--- config.mk ---
export PLATFORM = sky130hd
export DESIGN_NAME = next_fit_log_slot_allocator
export DESIGN_NICKNAME = d
export VERILOG_FILES = /design/src/hw/rtl/nfla_pkg.sv /design/src/hw/rtl/next_fit_log_slot_allocator.sv /design/src/hw/rtl/nfla_ram.sv /design/src/hw/rtl/nfla_find.sv
export VERILOG_INCLUDE_DIRS = /design/src /design/src/hw/rtl
export SDC_FILE = /design/constraint.sdc
export NUM_CORES = 1
export LEC_CHECK = 0
export ABC_AREA = 1
export BUFFER_PORTS_ARGS = -buffer_cell sky130_fd_sc_hd__buf_2
export CAP_MARGIN = 0
export CORE_UTILIZATION = 56
export CTS_CLUSTER_SIZE = 14
export DETAILED_ROUTE_END_ITERATION = 16
export HOLD_SLACK_MARGIN = 0.06
export PLACE_DENSITY = 0.71
export SYNTH_ARGS = -nofsm -noshare
export SYNTH_HDL_FRONTEND = slang
export SYNTH_SLANG_ARGS = --single-unit
--- constraint.sdc ---
create_clock -name aclk -period 10.4 [get_ports aclk]
set_input_delay 0.52 -clock aclk [delete_from_list [all_inputs] [get_ports aclk]]
set_output_delay 0.52 -clock aclk [all_outputs]
set_load 0.05 [all_outputs]
--- src/hw/rtl/assert_macros.svh ---
// Assertion helpers used by the allocator. Every check is sampled on aclk and is
// switched off while aresetn is low.
`ifndef ASSERT_MACROS_SVH
`define ASSERT_MACROS_SVH

// The consequent must hold in the same cycle as the antecedent.
`define NFLA_ASSERT_SAME(label, ante, cons) \
    label: assert property (@(posedge aclk) disable iff (!aresetn) (ante) |-> (cons)) \
        else $error("same-cycle check failed");

// The consequent must hold in the cycle after the antecedent.
`define NFLA_ASSERT_NEXT(label, ante, cons) \
    label: assert property (@(posedge aclk) disable iff (!aresetn) (ante) |=> (cons)) \
        else $error("next-cycle check failed");

`endif

--- src/hw/rtl/nfla_pkg.sv ---
package nfla_pkg;

    localparam int ENTRIES_DEF   = 128;
    localparam int WORD_BITS_DEF = 64;
    localparam int CORES_DEF     = 8;

    typedef enum logic [1:0] {
        FUNC_REQUEST  = 2'd0,
        FUNC_RESPONSE = 2'd1,
        FUNC_NOTIFY   = 2'd2,
        FUNC_ACK      = 2'd3
    } func_t;

    typedef enum logic [2:0] {
        STAT_ALLOCATED = 3'd0,
        STAT_FREED     = 3'd1,
        STAT_FULL      = 3'd2,
        STAT_BAD_CORE  = 3'd3,
        STAT_NOTHING   = 3'd4
    } status_t;

    typedef struct packed {
        func_t      func;
        logic [3:0] core;
    } in_t;

    typedef struct packed {
        status_t     status;
        logic [6:0]  entry_index;
        logic [31:0] msg_number;
    } out_t;

    typedef enum logic [2:0] {
        ST_CLEAR,
        ST_IDLE,
        ST_CUR_RD,
        ST_FREE_WR,
        ST_SCAN,
        ST_EMIT
    } state_t;

endpackage

--- src/hw/rtl/next_fit_log_slot_allocator.sv ---
// A bad core or an empty free is answered from idle; a free reads the slot's entry, then
// clears its busy bit; an allocation scans the busy map from the start word, one busy
// word a cycle. A result goes via a result register to the output register; the next
// beat is taken only after that. After reset a clearing pass zeroes the busy map; no
// beat is taken then. Reset is synchronous and active low on aresetn.
module next_fit_log_slot_allocator #(
    parameter int ENTRIES   = nfla_pkg::ENTRIES_DEF,
    parameter int WORD_BITS = nfla_pkg::WORD_BITS_DEF,
    parameter int CORES     = nfla_pkg::CORES_DEF
) (
    input  logic            aclk,
    input  logic            aresetn,
    input  logic            s_valid,
    output logic            s_ready,
    input  nfla_pkg::in_t   s_data,
    output logic            m_valid,
    input  logic            m_ready,
    output nfla_pkg::out_t  m_data
);

`include "assert_macros.svh"

    // Geometry of the busy map. The last word may be partly used.
    localparam int WORDS     = (ENTRIES + WORD_BITS - 1) / WORD_BITS;
    localparam int LAST_BITS = ENTRIES - (WORDS - 1) * WORD_BITS;
    localparam int WA        = (WORDS > 1) ? $clog2(WORDS) : 1;
    localparam int BA        = $clog2(WORD_BITS);
    localparam int PW        = WA + BA;
    // One slot per core plus the shared notification slot.
    localparam int SLOTS     = CORES + 1;
    localparam int SA        = $clog2(SLOTS);
    // The search visits the start word twice: once from the start bit up and,
    // at the very end, once below it.
    localparam int KW        = $clog2(WORDS + 1);

    nfla_pkg::state_t state_reg, state_next;
    logic [SA-1:0]    slot_reg, slot_next;
    logic [WA-1:0]    last_word_reg, last_word_next;
    logic [BA-1:0]    last_bit_reg, last_bit_next;
    logic             never_reg, never_next;
    logic [31:0]      msg_reg, msg_next;
    logic [SLOTS-1:0] cur_valid_reg, cur_valid_next;
    logic [KW-1:0]    step_reg, step_next;
    logic [WA-1:0]    word_reg, word_next;
    logic [BA-1:0]    start_bit_reg, start_bit_next;
    logic [BA-1:0]    free_bit_reg, free_bit_next;
    logic [WA-1:0]    clr_reg, clr_next;
    nfla_pkg::out_t   res_reg, res_next;
    nfla_pkg::out_t   m_data_reg, m_data_next;
    logic             m_valid_reg, m_valid_next;

    // Memory ports.
    logic                 busy_we;
    logic [WA-1:0]        busy_waddr;
    logic [WORD_BITS-1:0] busy_wdata;
    logic [WA-1:0]        busy_raddr;
    logic [WORD_BITS-1:0] busy_rdata;
    logic                 cur_we;
    logic [SA-1:0]        cur_raddr;
    logic [PW-1:0]        cur_wdata;
    logic [PW-1:0]        cur_rdata;

    // Search helpers.
    logic          found;
    logic [BA-1:0] found_bit;
    logic          tail_word;
    logic [WA-1:0] word_succ;
    logic          last_tail;
    logic [BA-1:0] last_lim;
    logic [WA-1:0] start_word;
    logic [BA-1:0] start_bit;
    logic          bad_core;
    logic [SA-1:0] slot_in;
    logic [PW-1:0] find_pos;
    logic [PW-1:0] free_pos;

    // The busy map: one word per row, with a registered read port.
    nfla_ram #(
        .DEPTH (WORDS),
        .WIDTH (WORD_BITS)
    ) u_busy_ram (
        .aclk  (aclk),
        .we    (busy_we),
        .waddr (busy_waddr),
        .wdata (busy_wdata),
        .raddr (busy_raddr),
        .rdata (busy_rdata)
    );

    // Current entry of each slot, kept as word and bit. An entry is only ever
    // read while its valid bit is set, so it needs no clearing.
    nfla_ram #(
        .DEPTH (SLOTS),
        .WIDTH (PW)
    ) u_cur_ram (
        .aclk  (aclk),
        .we    (cur_we),
        .waddr (slot_reg),
        .wdata (cur_wdata),
        .raddr (cur_raddr),
        .rdata (cur_rdata)
    );

    nfla_find #(
        .WORD_BITS (WORD_BITS),
        .LAST_BITS (LAST_BITS)
    ) u_find (
        .busy_word  (busy_rdata),
        .start_bit  (start_bit_reg),
        .first_step (step_reg == KW'(0)),
        .final_step (step_reg == KW'(WORDS)),
        .tail_word  (tail_word),
        .found      (found),
        .found_bit  (found_bit)
    );

    assign tail_word = (word_reg == WA'(WORDS - 1));
    assign word_succ = tail_word ? '0 : word_reg + WA'(1);

    // The next-fit search starts just after the last allocated entry and wraps.
    // Before the first allocation it starts at entry zero.
    assign last_tail = (last_word_reg == WA'(WORDS - 1));
    assign last_lim  = last_tail ? BA'(LAST_BITS - 1) : BA'(WORD_BITS - 1);

    always_comb begin
        if (never_reg) begin
            start_word = '0;
            start_bit  = '0;
        end else if (last_bit_reg == last_lim) begin
            start_word = last_tail ? '0 : last_word_reg + WA'(1);
            start_bit  = '0;
        end else begin
            start_word = last_word_reg;
            start_bit  = last_bit_reg + BA'(1);
        end
    end

    // An acknowledge ignores the core field; the other functions check it.
    assign bad_core = (s_data.func != nfla_pkg::FUNC_ACK) && (s_data.core >= 4'(CORES));
    assign slot_in  = ((s_data.func == nfla_pkg::FUNC_REQUEST)
                       || (s_data.func == nfla_pkg::FUNC_RESPONSE))
                      ? SA'(s_data.core) : SA'(CORES);

    // Entry numbers are rebuilt from word and bit; the multiply is by a constant.
    assign find_pos = PW'(word_reg) * PW'(WORD_BITS) + PW'(found_bit);
    assign free_pos = PW'(word_reg) * PW'(WORD_BITS) + PW'(free_bit_reg);

    assign cur_wdata = {word_reg, found_bit};

    always_comb begin
        state_next     = state_reg;
        slot_next      = slot_reg;
        last_word_next = last_word_reg;
        last_bit_next  = last_bit_reg;
        never_next     = never_reg;
        msg_next       = msg_reg;
        cur_valid_next = cur_valid_reg;
        step_next      = step_reg;
        word_next      = word_reg;
        start_bit_next = start_bit_reg;
        free_bit_next  = free_bit_reg;
        clr_next       = clr_reg;
        res_next       = res_reg;
        m_data_next    = m_data_reg;
        m_valid_next   = m_valid_reg && !m_ready;
        busy_we        = 1'b0;
        busy_waddr     = word_reg;
        busy_wdata     = '0;
        busy_raddr     = word_reg;
        cur_we         = 1'b0;
        cur_raddr      = slot_in;
        s_ready        = 1'b0;

        case (state_reg)
            nfla_pkg::ST_CLEAR: begin
                // Mark every entry free, one word a cycle.
                busy_we    = 1'b1;
                busy_waddr = clr_reg;
                busy_wdata = '0;
                if (clr_reg == WA'(WORDS - 1)) begin
                    state_next = nfla_pkg::ST_IDLE;
                end else begin
                    clr_next = clr_reg + WA'(1);
                end
            end

            nfla_pkg::ST_IDLE: begin
                s_ready = 1'b1;
                if (s_valid) begin
                    slot_next = slot_in;
                    if (bad_core) begin
                        res_next   = '{status: nfla_pkg::STAT_BAD_CORE,
                                       entry_index: '0, msg_number: '0};
                        state_next = nfla_pkg::ST_EMIT;
                    end else if ((s_data.func == nfla_pkg::FUNC_REQUEST)
                                 || (s_data.func == nfla_pkg::FUNC_NOTIFY)) begin
                        // Fetch the start word; the scan looks at it next cycle.
                        busy_raddr     = start_word;
                        word_next      = start_word;
                        start_bit_next = start_bit;
                        step_next      = '0;
                        state_next     = nfla_pkg::ST_SCAN;
                    end else if (!cur_valid_reg[slot_in]) begin
                        res_next   = '{status: nfla_pkg::STAT_NOTHING,
                                       entry_index: '0, msg_number: '0};
                        state_next = nfla_pkg::ST_EMIT;
                    end else begin
                        // Fetch the slot's current entry.
                        cur_raddr  = slot_in;
                        state_next = nfla_pkg::ST_CUR_RD;
                    end
                end
            end

            nfla_pkg::ST_CUR_RD: begin
                busy_raddr    = cur_rdata[PW-1:BA];
                word_next     = cur_rdata[PW-1:BA];
                free_bit_next = cur_rdata[BA-1:0];
                state_next    = nfla_pkg::ST_FREE_WR;
            end

            nfla_pkg::ST_FREE_WR: begin
                busy_we    = 1'b1;
                busy_waddr = word_reg;
                busy_wdata = busy_rdata & ~(WORD_BITS'(1) << free_bit_reg);
                cur_valid_next[slot_reg] = 1'b0;
                res_next   = '{status: nfla_pkg::STAT_FREED,
                               entry_index: 7'(free_pos), msg_number: '0};
                state_next = nfla_pkg::ST_EMIT;
            end

            nfla_pkg::ST_SCAN: begin
                if (found) begin
                    busy_we        = 1'b1;
                    busy_waddr     = word_reg;
                    busy_wdata     = busy_rdata | (WORD_BITS'(1) << found_bit);
                    cur_we         = 1'b1;
                    cur_valid_next[slot_reg] = 1'b1;
                    last_word_next = word_reg;
                    last_bit_next  = found_bit;
                    never_next     = 1'b0;
                    msg_next       = msg_reg + 32'd1;
                    res_next       = '{status: nfla_pkg::STAT_ALLOCATED,
                                       entry_index: 7'(find_pos), msg_number: msg_reg};
                    state_next     = nfla_pkg::ST_EMIT;
                end else if (step_reg == KW'(WORDS)) begin
                    // Every entry was looked at: the log is full.
                    cur_valid_next[slot_reg] = 1'b0;
                    res_next   = '{status: nfla_pkg::STAT_FULL,
                                   entry_index: '0, msg_number: '0};
                    state_next = nfla_pkg::ST_EMIT;
                end else begin
                    busy_raddr = word_succ;
                    word_next  = word_succ;
                    step_next  = step_reg + KW'(1);
                end
            end

            nfla_pkg::ST_EMIT: begin
                // Wait for the output register to drain, then hand the result over.
                if (!m_valid_reg || m_ready) begin
                    m_data_next  = res_reg;
                    m_valid_next = 1'b1;
                    state_next   = nfla_pkg::ST_IDLE;
                end
            end

            default: begin
                state_next = nfla_pkg::ST_IDLE;
            end
        endcase
    end

    always_ff @(posedge aclk) begin
        if (!aresetn) begin
            state_reg     <= nfla_pkg::ST_CLEAR;
            clr_reg       <= '0;
            last_word_reg <= '0;
            last_bit_reg  <= '0;
            never_reg     <= 1'b1;
            msg_reg       <= '0;
            cur_valid_reg <= '0;
            m_valid_reg   <= 1'b0;
        end else begin
            state_reg     <= state_next;
            clr_reg       <= clr_next;
            last_word_reg <= last_word_next;
            last_bit_reg  <= last_bit_next;
            never_reg     <= never_next;
            msg_reg       <= msg_next;
            cur_valid_reg <= cur_valid_next;
            m_valid_reg   <= m_valid_next;
        end
    end

    always_ff @(posedge aclk) begin
        slot_reg      <= slot_next;
        step_reg      <= step_next;
        word_reg      <= word_next;
        start_bit_reg <= start_bit_next;
        free_bit_reg  <= free_bit_next;
        res_reg       <= res_next;
        m_data_reg    <= m_data_next;
    end

    assign m_valid = m_valid_reg;
    assign m_data  = m_data_reg;

    // Every accepted beat moves the controller out of idle.
    `NFLA_ASSERT_NEXT(a_accept_leaves_idle, s_valid && s_ready,
                      state_reg != nfla_pkg::ST_IDLE)
    // The scan never runs past its final visit of the start word.
    `NFLA_ASSERT_SAME(a_step_bound, state_reg == nfla_pkg::ST_SCAN, step_reg <= KW'(WORDS))
    // A grant advances the message number by exactly one.
    `NFLA_ASSERT_NEXT(a_msg_advance, state_reg == nfla_pkg::ST_SCAN && found,
                      msg_reg == $past(msg_reg) + 32'd1)
    // A pending result waits while the output register is still occupied.
    `NFLA_ASSERT_NEXT(a_emit_hold, state_reg == nfla_pkg::ST_EMIT && m_valid_reg && !m_ready,
                      state_reg == nfla_pkg::ST_EMIT)

endmodule

--- src/hw/rtl/nfla_ram.sv ---
module nfla_ram #(
    parameter int DEPTH = nfla_pkg::CORES_DEF + 1,
    parameter int WIDTH = nfla_pkg::WORD_BITS_DEF
) (
    input  logic                                 aclk,
    input  logic                                 we,
    input  logic [(DEPTH > 1 ? $clog2(DEPTH) : 1)-1:0] waddr,
    input  logic [WIDTH-1:0]                     wdata,
    input  logic [(DEPTH > 1 ? $clog2(DEPTH) : 1)-1:0] raddr,
    output logic [WIDTH-1:0]                     rdata
);

    logic [WIDTH-1:0] mem [DEPTH];
    logic [WIDTH-1:0] rdata_reg;

    always_ff @(posedge aclk) begin
        if (we) begin
            mem[waddr] <= wdata;
        end
    end

    always_ff @(posedge aclk) begin
        rdata_reg <= mem[raddr];
    end

    assign rdata = rdata_reg;

endmodule

--- src/hw/rtl/nfla_find.sv ---
module nfla_find #(
    parameter int WORD_BITS = nfla_pkg::WORD_BITS_DEF,
    parameter int LAST_BITS = nfla_pkg::WORD_BITS_DEF
) (
    input  logic [WORD_BITS-1:0]         busy_word,
    input  logic [$clog2(WORD_BITS)-1:0] start_bit,
    input  logic                         first_step,
    input  logic                         final_step,
    input  logic                         tail_word,
    output logic                         found,
    output logic [$clog2(WORD_BITS)-1:0] found_bit
);

    localparam int BA = $clog2(WORD_BITS);

    logic [WORD_BITS-1:0] cand;

    // A bit is a candidate when it is free, exists in the map and lies in the
    // part of the word that this step of the wrap-around search covers.
    always_comb begin
        for (int i = 0; i < WORD_BITS; i++) begin
            cand[i] = !busy_word[i]
                && (!tail_word || (i < LAST_BITS))
                && (!first_step || (BA'(i) >= start_bit))
                && (!final_step || (BA'(i) < start_bit));
        end
    end

    always_comb begin
        found     = |cand;
        found_bit = '0;
        for (int i = WORD_BITS - 1; i >= 0; i--) begin
            if (cand[i]) begin
                found_bit = BA'(i);
            end
        end
    end

endmodule

==> qor.yml <==
run_status:
  status: "complete, no violations"
yosys:
  synthMuxAreaShare: 0
  post_synth_xor_area_fraction: 0.00138
  synthAdderAreaFrac: 0.00264
  ys_seq_area_frac: 0.596
  syn_inst: 2154
  synth_area_sq_um: 19000
  async_flop_share: 0
  syn_nets: 2168
  ys_ff_latch: 419
  synth_enable_flop_cells: 293
  syn_area_per_cell_sq_um: 8.81
  synth-compound-area-share: 0.0985
  ys.flop_type: "edfxtp_1"
  synthesis.yosys.warnings: 0
  synth_top_family_by_area: "simple AND/OR/NAND/NOR gates"
  synth_cell_types: 47
  yosys.area_share.simple: 0.236
final_layout:
  layout_common_cells: "nand2_1 (563), edfxtp_1 (293), nor2_1 (255), inv_1 (227), nand3_1 (133)"
  layout.cells.non_filler: 2669
  largest_reg_flops: 128
  drive_above_1_share: 0.0837
  final_common_cell: "nand2_1"
  antenna_cells: 0
  area_delta_synth_final_pct: 11.4
  area.sequential_sq_um: 11300
  filler_cell_count: 2752
  fin_nets: 2201
  multiInputGateArea_sq_um: 6490
hold_path:
  hold_path_depth: 4
  min_to: "m_valid"
  hold_path.class: "input port to flop"
  min_from: "m_ready"
placed_design:
  dp_hpwl_mm: 36.1
  dp_cells: 2591
  place_congestion: 1.04
  io_buffers: 53
  place_worst_setup_slack_ps: 3930
clock_tree:
  cts_tree: "done"
  cts_resized: 0
  clk_latency_ps: 600
  cts_root_buf: "clkbuf_16"
  clk_path_buf_depth: 3
  post_cts_buffers: 0
  htreeDepth: 2
  path_clk_slew_ps: 70
  numCtsBuffers: 42
  cts.hold.buffers_added: 0
  cts_sinks: 419
die:
  core-area_sq_um: 33400
  io_pins: 54
  die_w_um: 186
  start_util: 0.568
  die_h_um: 186
  rows: 67
  die-area_sq_um: 34600
grt:
  grt_max_degree: 66
  grt_pass1_wl_mm: 81.1
  first_global_vias: 14400
  grtUsageTotal: 0.314
  grt_overflow_total: 0
  grt_antenna_before_repair: 0
timing:
  fmax_mhz: 152
  slew_viol_final: 0
  period_minus_slack_ps: 6600
  maxSlewHeadroom: 0.206
  rsz0062_at_grt: "false"
  setup_tns_ps: 0
  hold_viol_final: 0
  whs_ps: 283
  layout_setup_ws_ps: 3800
  finalCritPeriodShare: 0.635
  skew_ps: 42.0
  setup-violations-final: 0
  worstMarginPinSlew_ps: 1190
pwr:
  ir_drop_mv: 0.231
  p_leak_nw: 8.27
  seqPwrFrac: 0.472
  p_int_mw: 3.48
  p_per_area_nw_per_um2: 248
  swShare: 0.336
  clockPowerShare: 0.297
  power_frac_comb: 0.231
  p_total_mw: 5.24
  p_sw_mw: 1.76
route:
  route.detailed.drc: 0
  drt-initial-drc-count: 1775
  avgViaCountPerCell: 5.76
  ant_nets: 0
  dr_total_vias: 15400
  firstDrtPassIters: 6
  routedWlPerCell_um: 20.0
  totalWireLength_mm: 53.3
worst_setup_path:
  cpMostUsedCell: "nand2_1"
  cp_num_buf_inv: 2
  cp_max_fo: 19
  slowest_stage: "ha_1"
  cpLargestDelayFamily: "simple AND/OR/NAND/NOR gates"
  timing.rr.start: "step_reg[0]"
  worstReg2RegEnd: "u_busy_ram.mem[0][10]"
  r2r_slack_ps: 3800
  end_kind: "flop"
  path_class: "flop to flop"
  reg2regPathDepth: 70
  cp.required_ps: 10800
  crit_path_start: "step_reg[0]"
  start_kind: "flop"
  arrival_ps: 7000
  max_stage_delay_ps: 640
flow_run:
  maxCapViolations: 0
-- logic make-up (layout without fill, tap and decap cells) --
logic type / count (synthesis) / in the layout
flops: 419 / 419
compound gates: 327 / 327
simple gates: 1073 / 1073
fa+ha+maj: 4 / 4
buf+inv: 328 / 395
xor+xnor: 3 / 3
-- how the worst max path moves through the flow --
| stage | to | slack (ps) | depth (start not counted) |
|---|---|---|---|
| after floorplan | u_busy_ram.mem[0][0] | 3770 | 22 |
| after global placement | u_busy_ram.mem[0][10] | 3850 | 70 |
| after detailed placement | u_busy_ram.mem[1][27] | 3930 | 72 |
| after CTS | u_busy_ram.mem[1][27] | 3870 | 72 |
| after global routing | u_busy_ram.mem[1][27] | 2980 | 72 |
| final | u_busy_ram.mem[0][10] | 3800 | 70 |
-- tightest hold or removal path: stages --
cell and delay, ps:
buf_2 90, inv_1 60, nand2_1 80, a21oi_1 60
-- layer usage --
layer | GRT usage | vias up | wire length, um
li1 | - | 7287 | -
met5 | 0 | - | 0
met1 | 0.442 | 7196 | 23200
met4 | 0.119 | 0 | 1640
met3 | 0.0470 | 133 | 4620
met2 | 0.493 | 754 | 23900
-- through the flow --
stage / util / instance area, sq um
after floorplan: - / 19000
after global placement: 0.590 / 19700
after detailed placement: 0.590 / 19700
after CTS: 0.632 / 21200
after global routing: 0.632 / 21200
final: 0.632 / 21200
-- final cells by class --
cell class,count,area share
clock inverter,23,0.0126
clock buffer,55,0.0549
multi-input combinational,1407,0.307
inverter,240,0.0426
tap,448,0.0265
timing repair buffer,77,0.0211
sequential,419,0.535
-- power groups by stage --
stage / combinational, mW / clock [mW] / sequential, mW
global placement: 1.18 / 0 / 2.49
global route: 1.36 / 1.62 / 2.51
finish: 1.21 / 1.55 / 2.47
floorplan: 0.827 / 0 / 2.45
CTS: 1.21 / 1.57 / 2.47
detailed placement: 1.20 / 0 / 2.50
-- cell usage after synthesis (13+ instances only) --
cell type | count | area (sq um)
nand2_1 | 564 | 2120
edfxtp_1 | 293 | 8800
nor2_1 | 258 | 968
inv_1 | 229 | 860
nand3_1 | 133 | 666
dfxtp_1 | 126 | 2520
o21ai_0 | 119 | 596
a21oi_1 | 80 | 400
clkbuf_1 | 72 | 270
nor3_1 | 47 | 235
nand4_1 | 36 | 225
a31oi_1 | 24 | 150
o21ai_1 | 22 | 110
o22ai_1 | 21 | 131
o211ai_1 | 14 | 105
o21bai_1 | 13 | 97.6
Power figures use the tool's default switching activity.
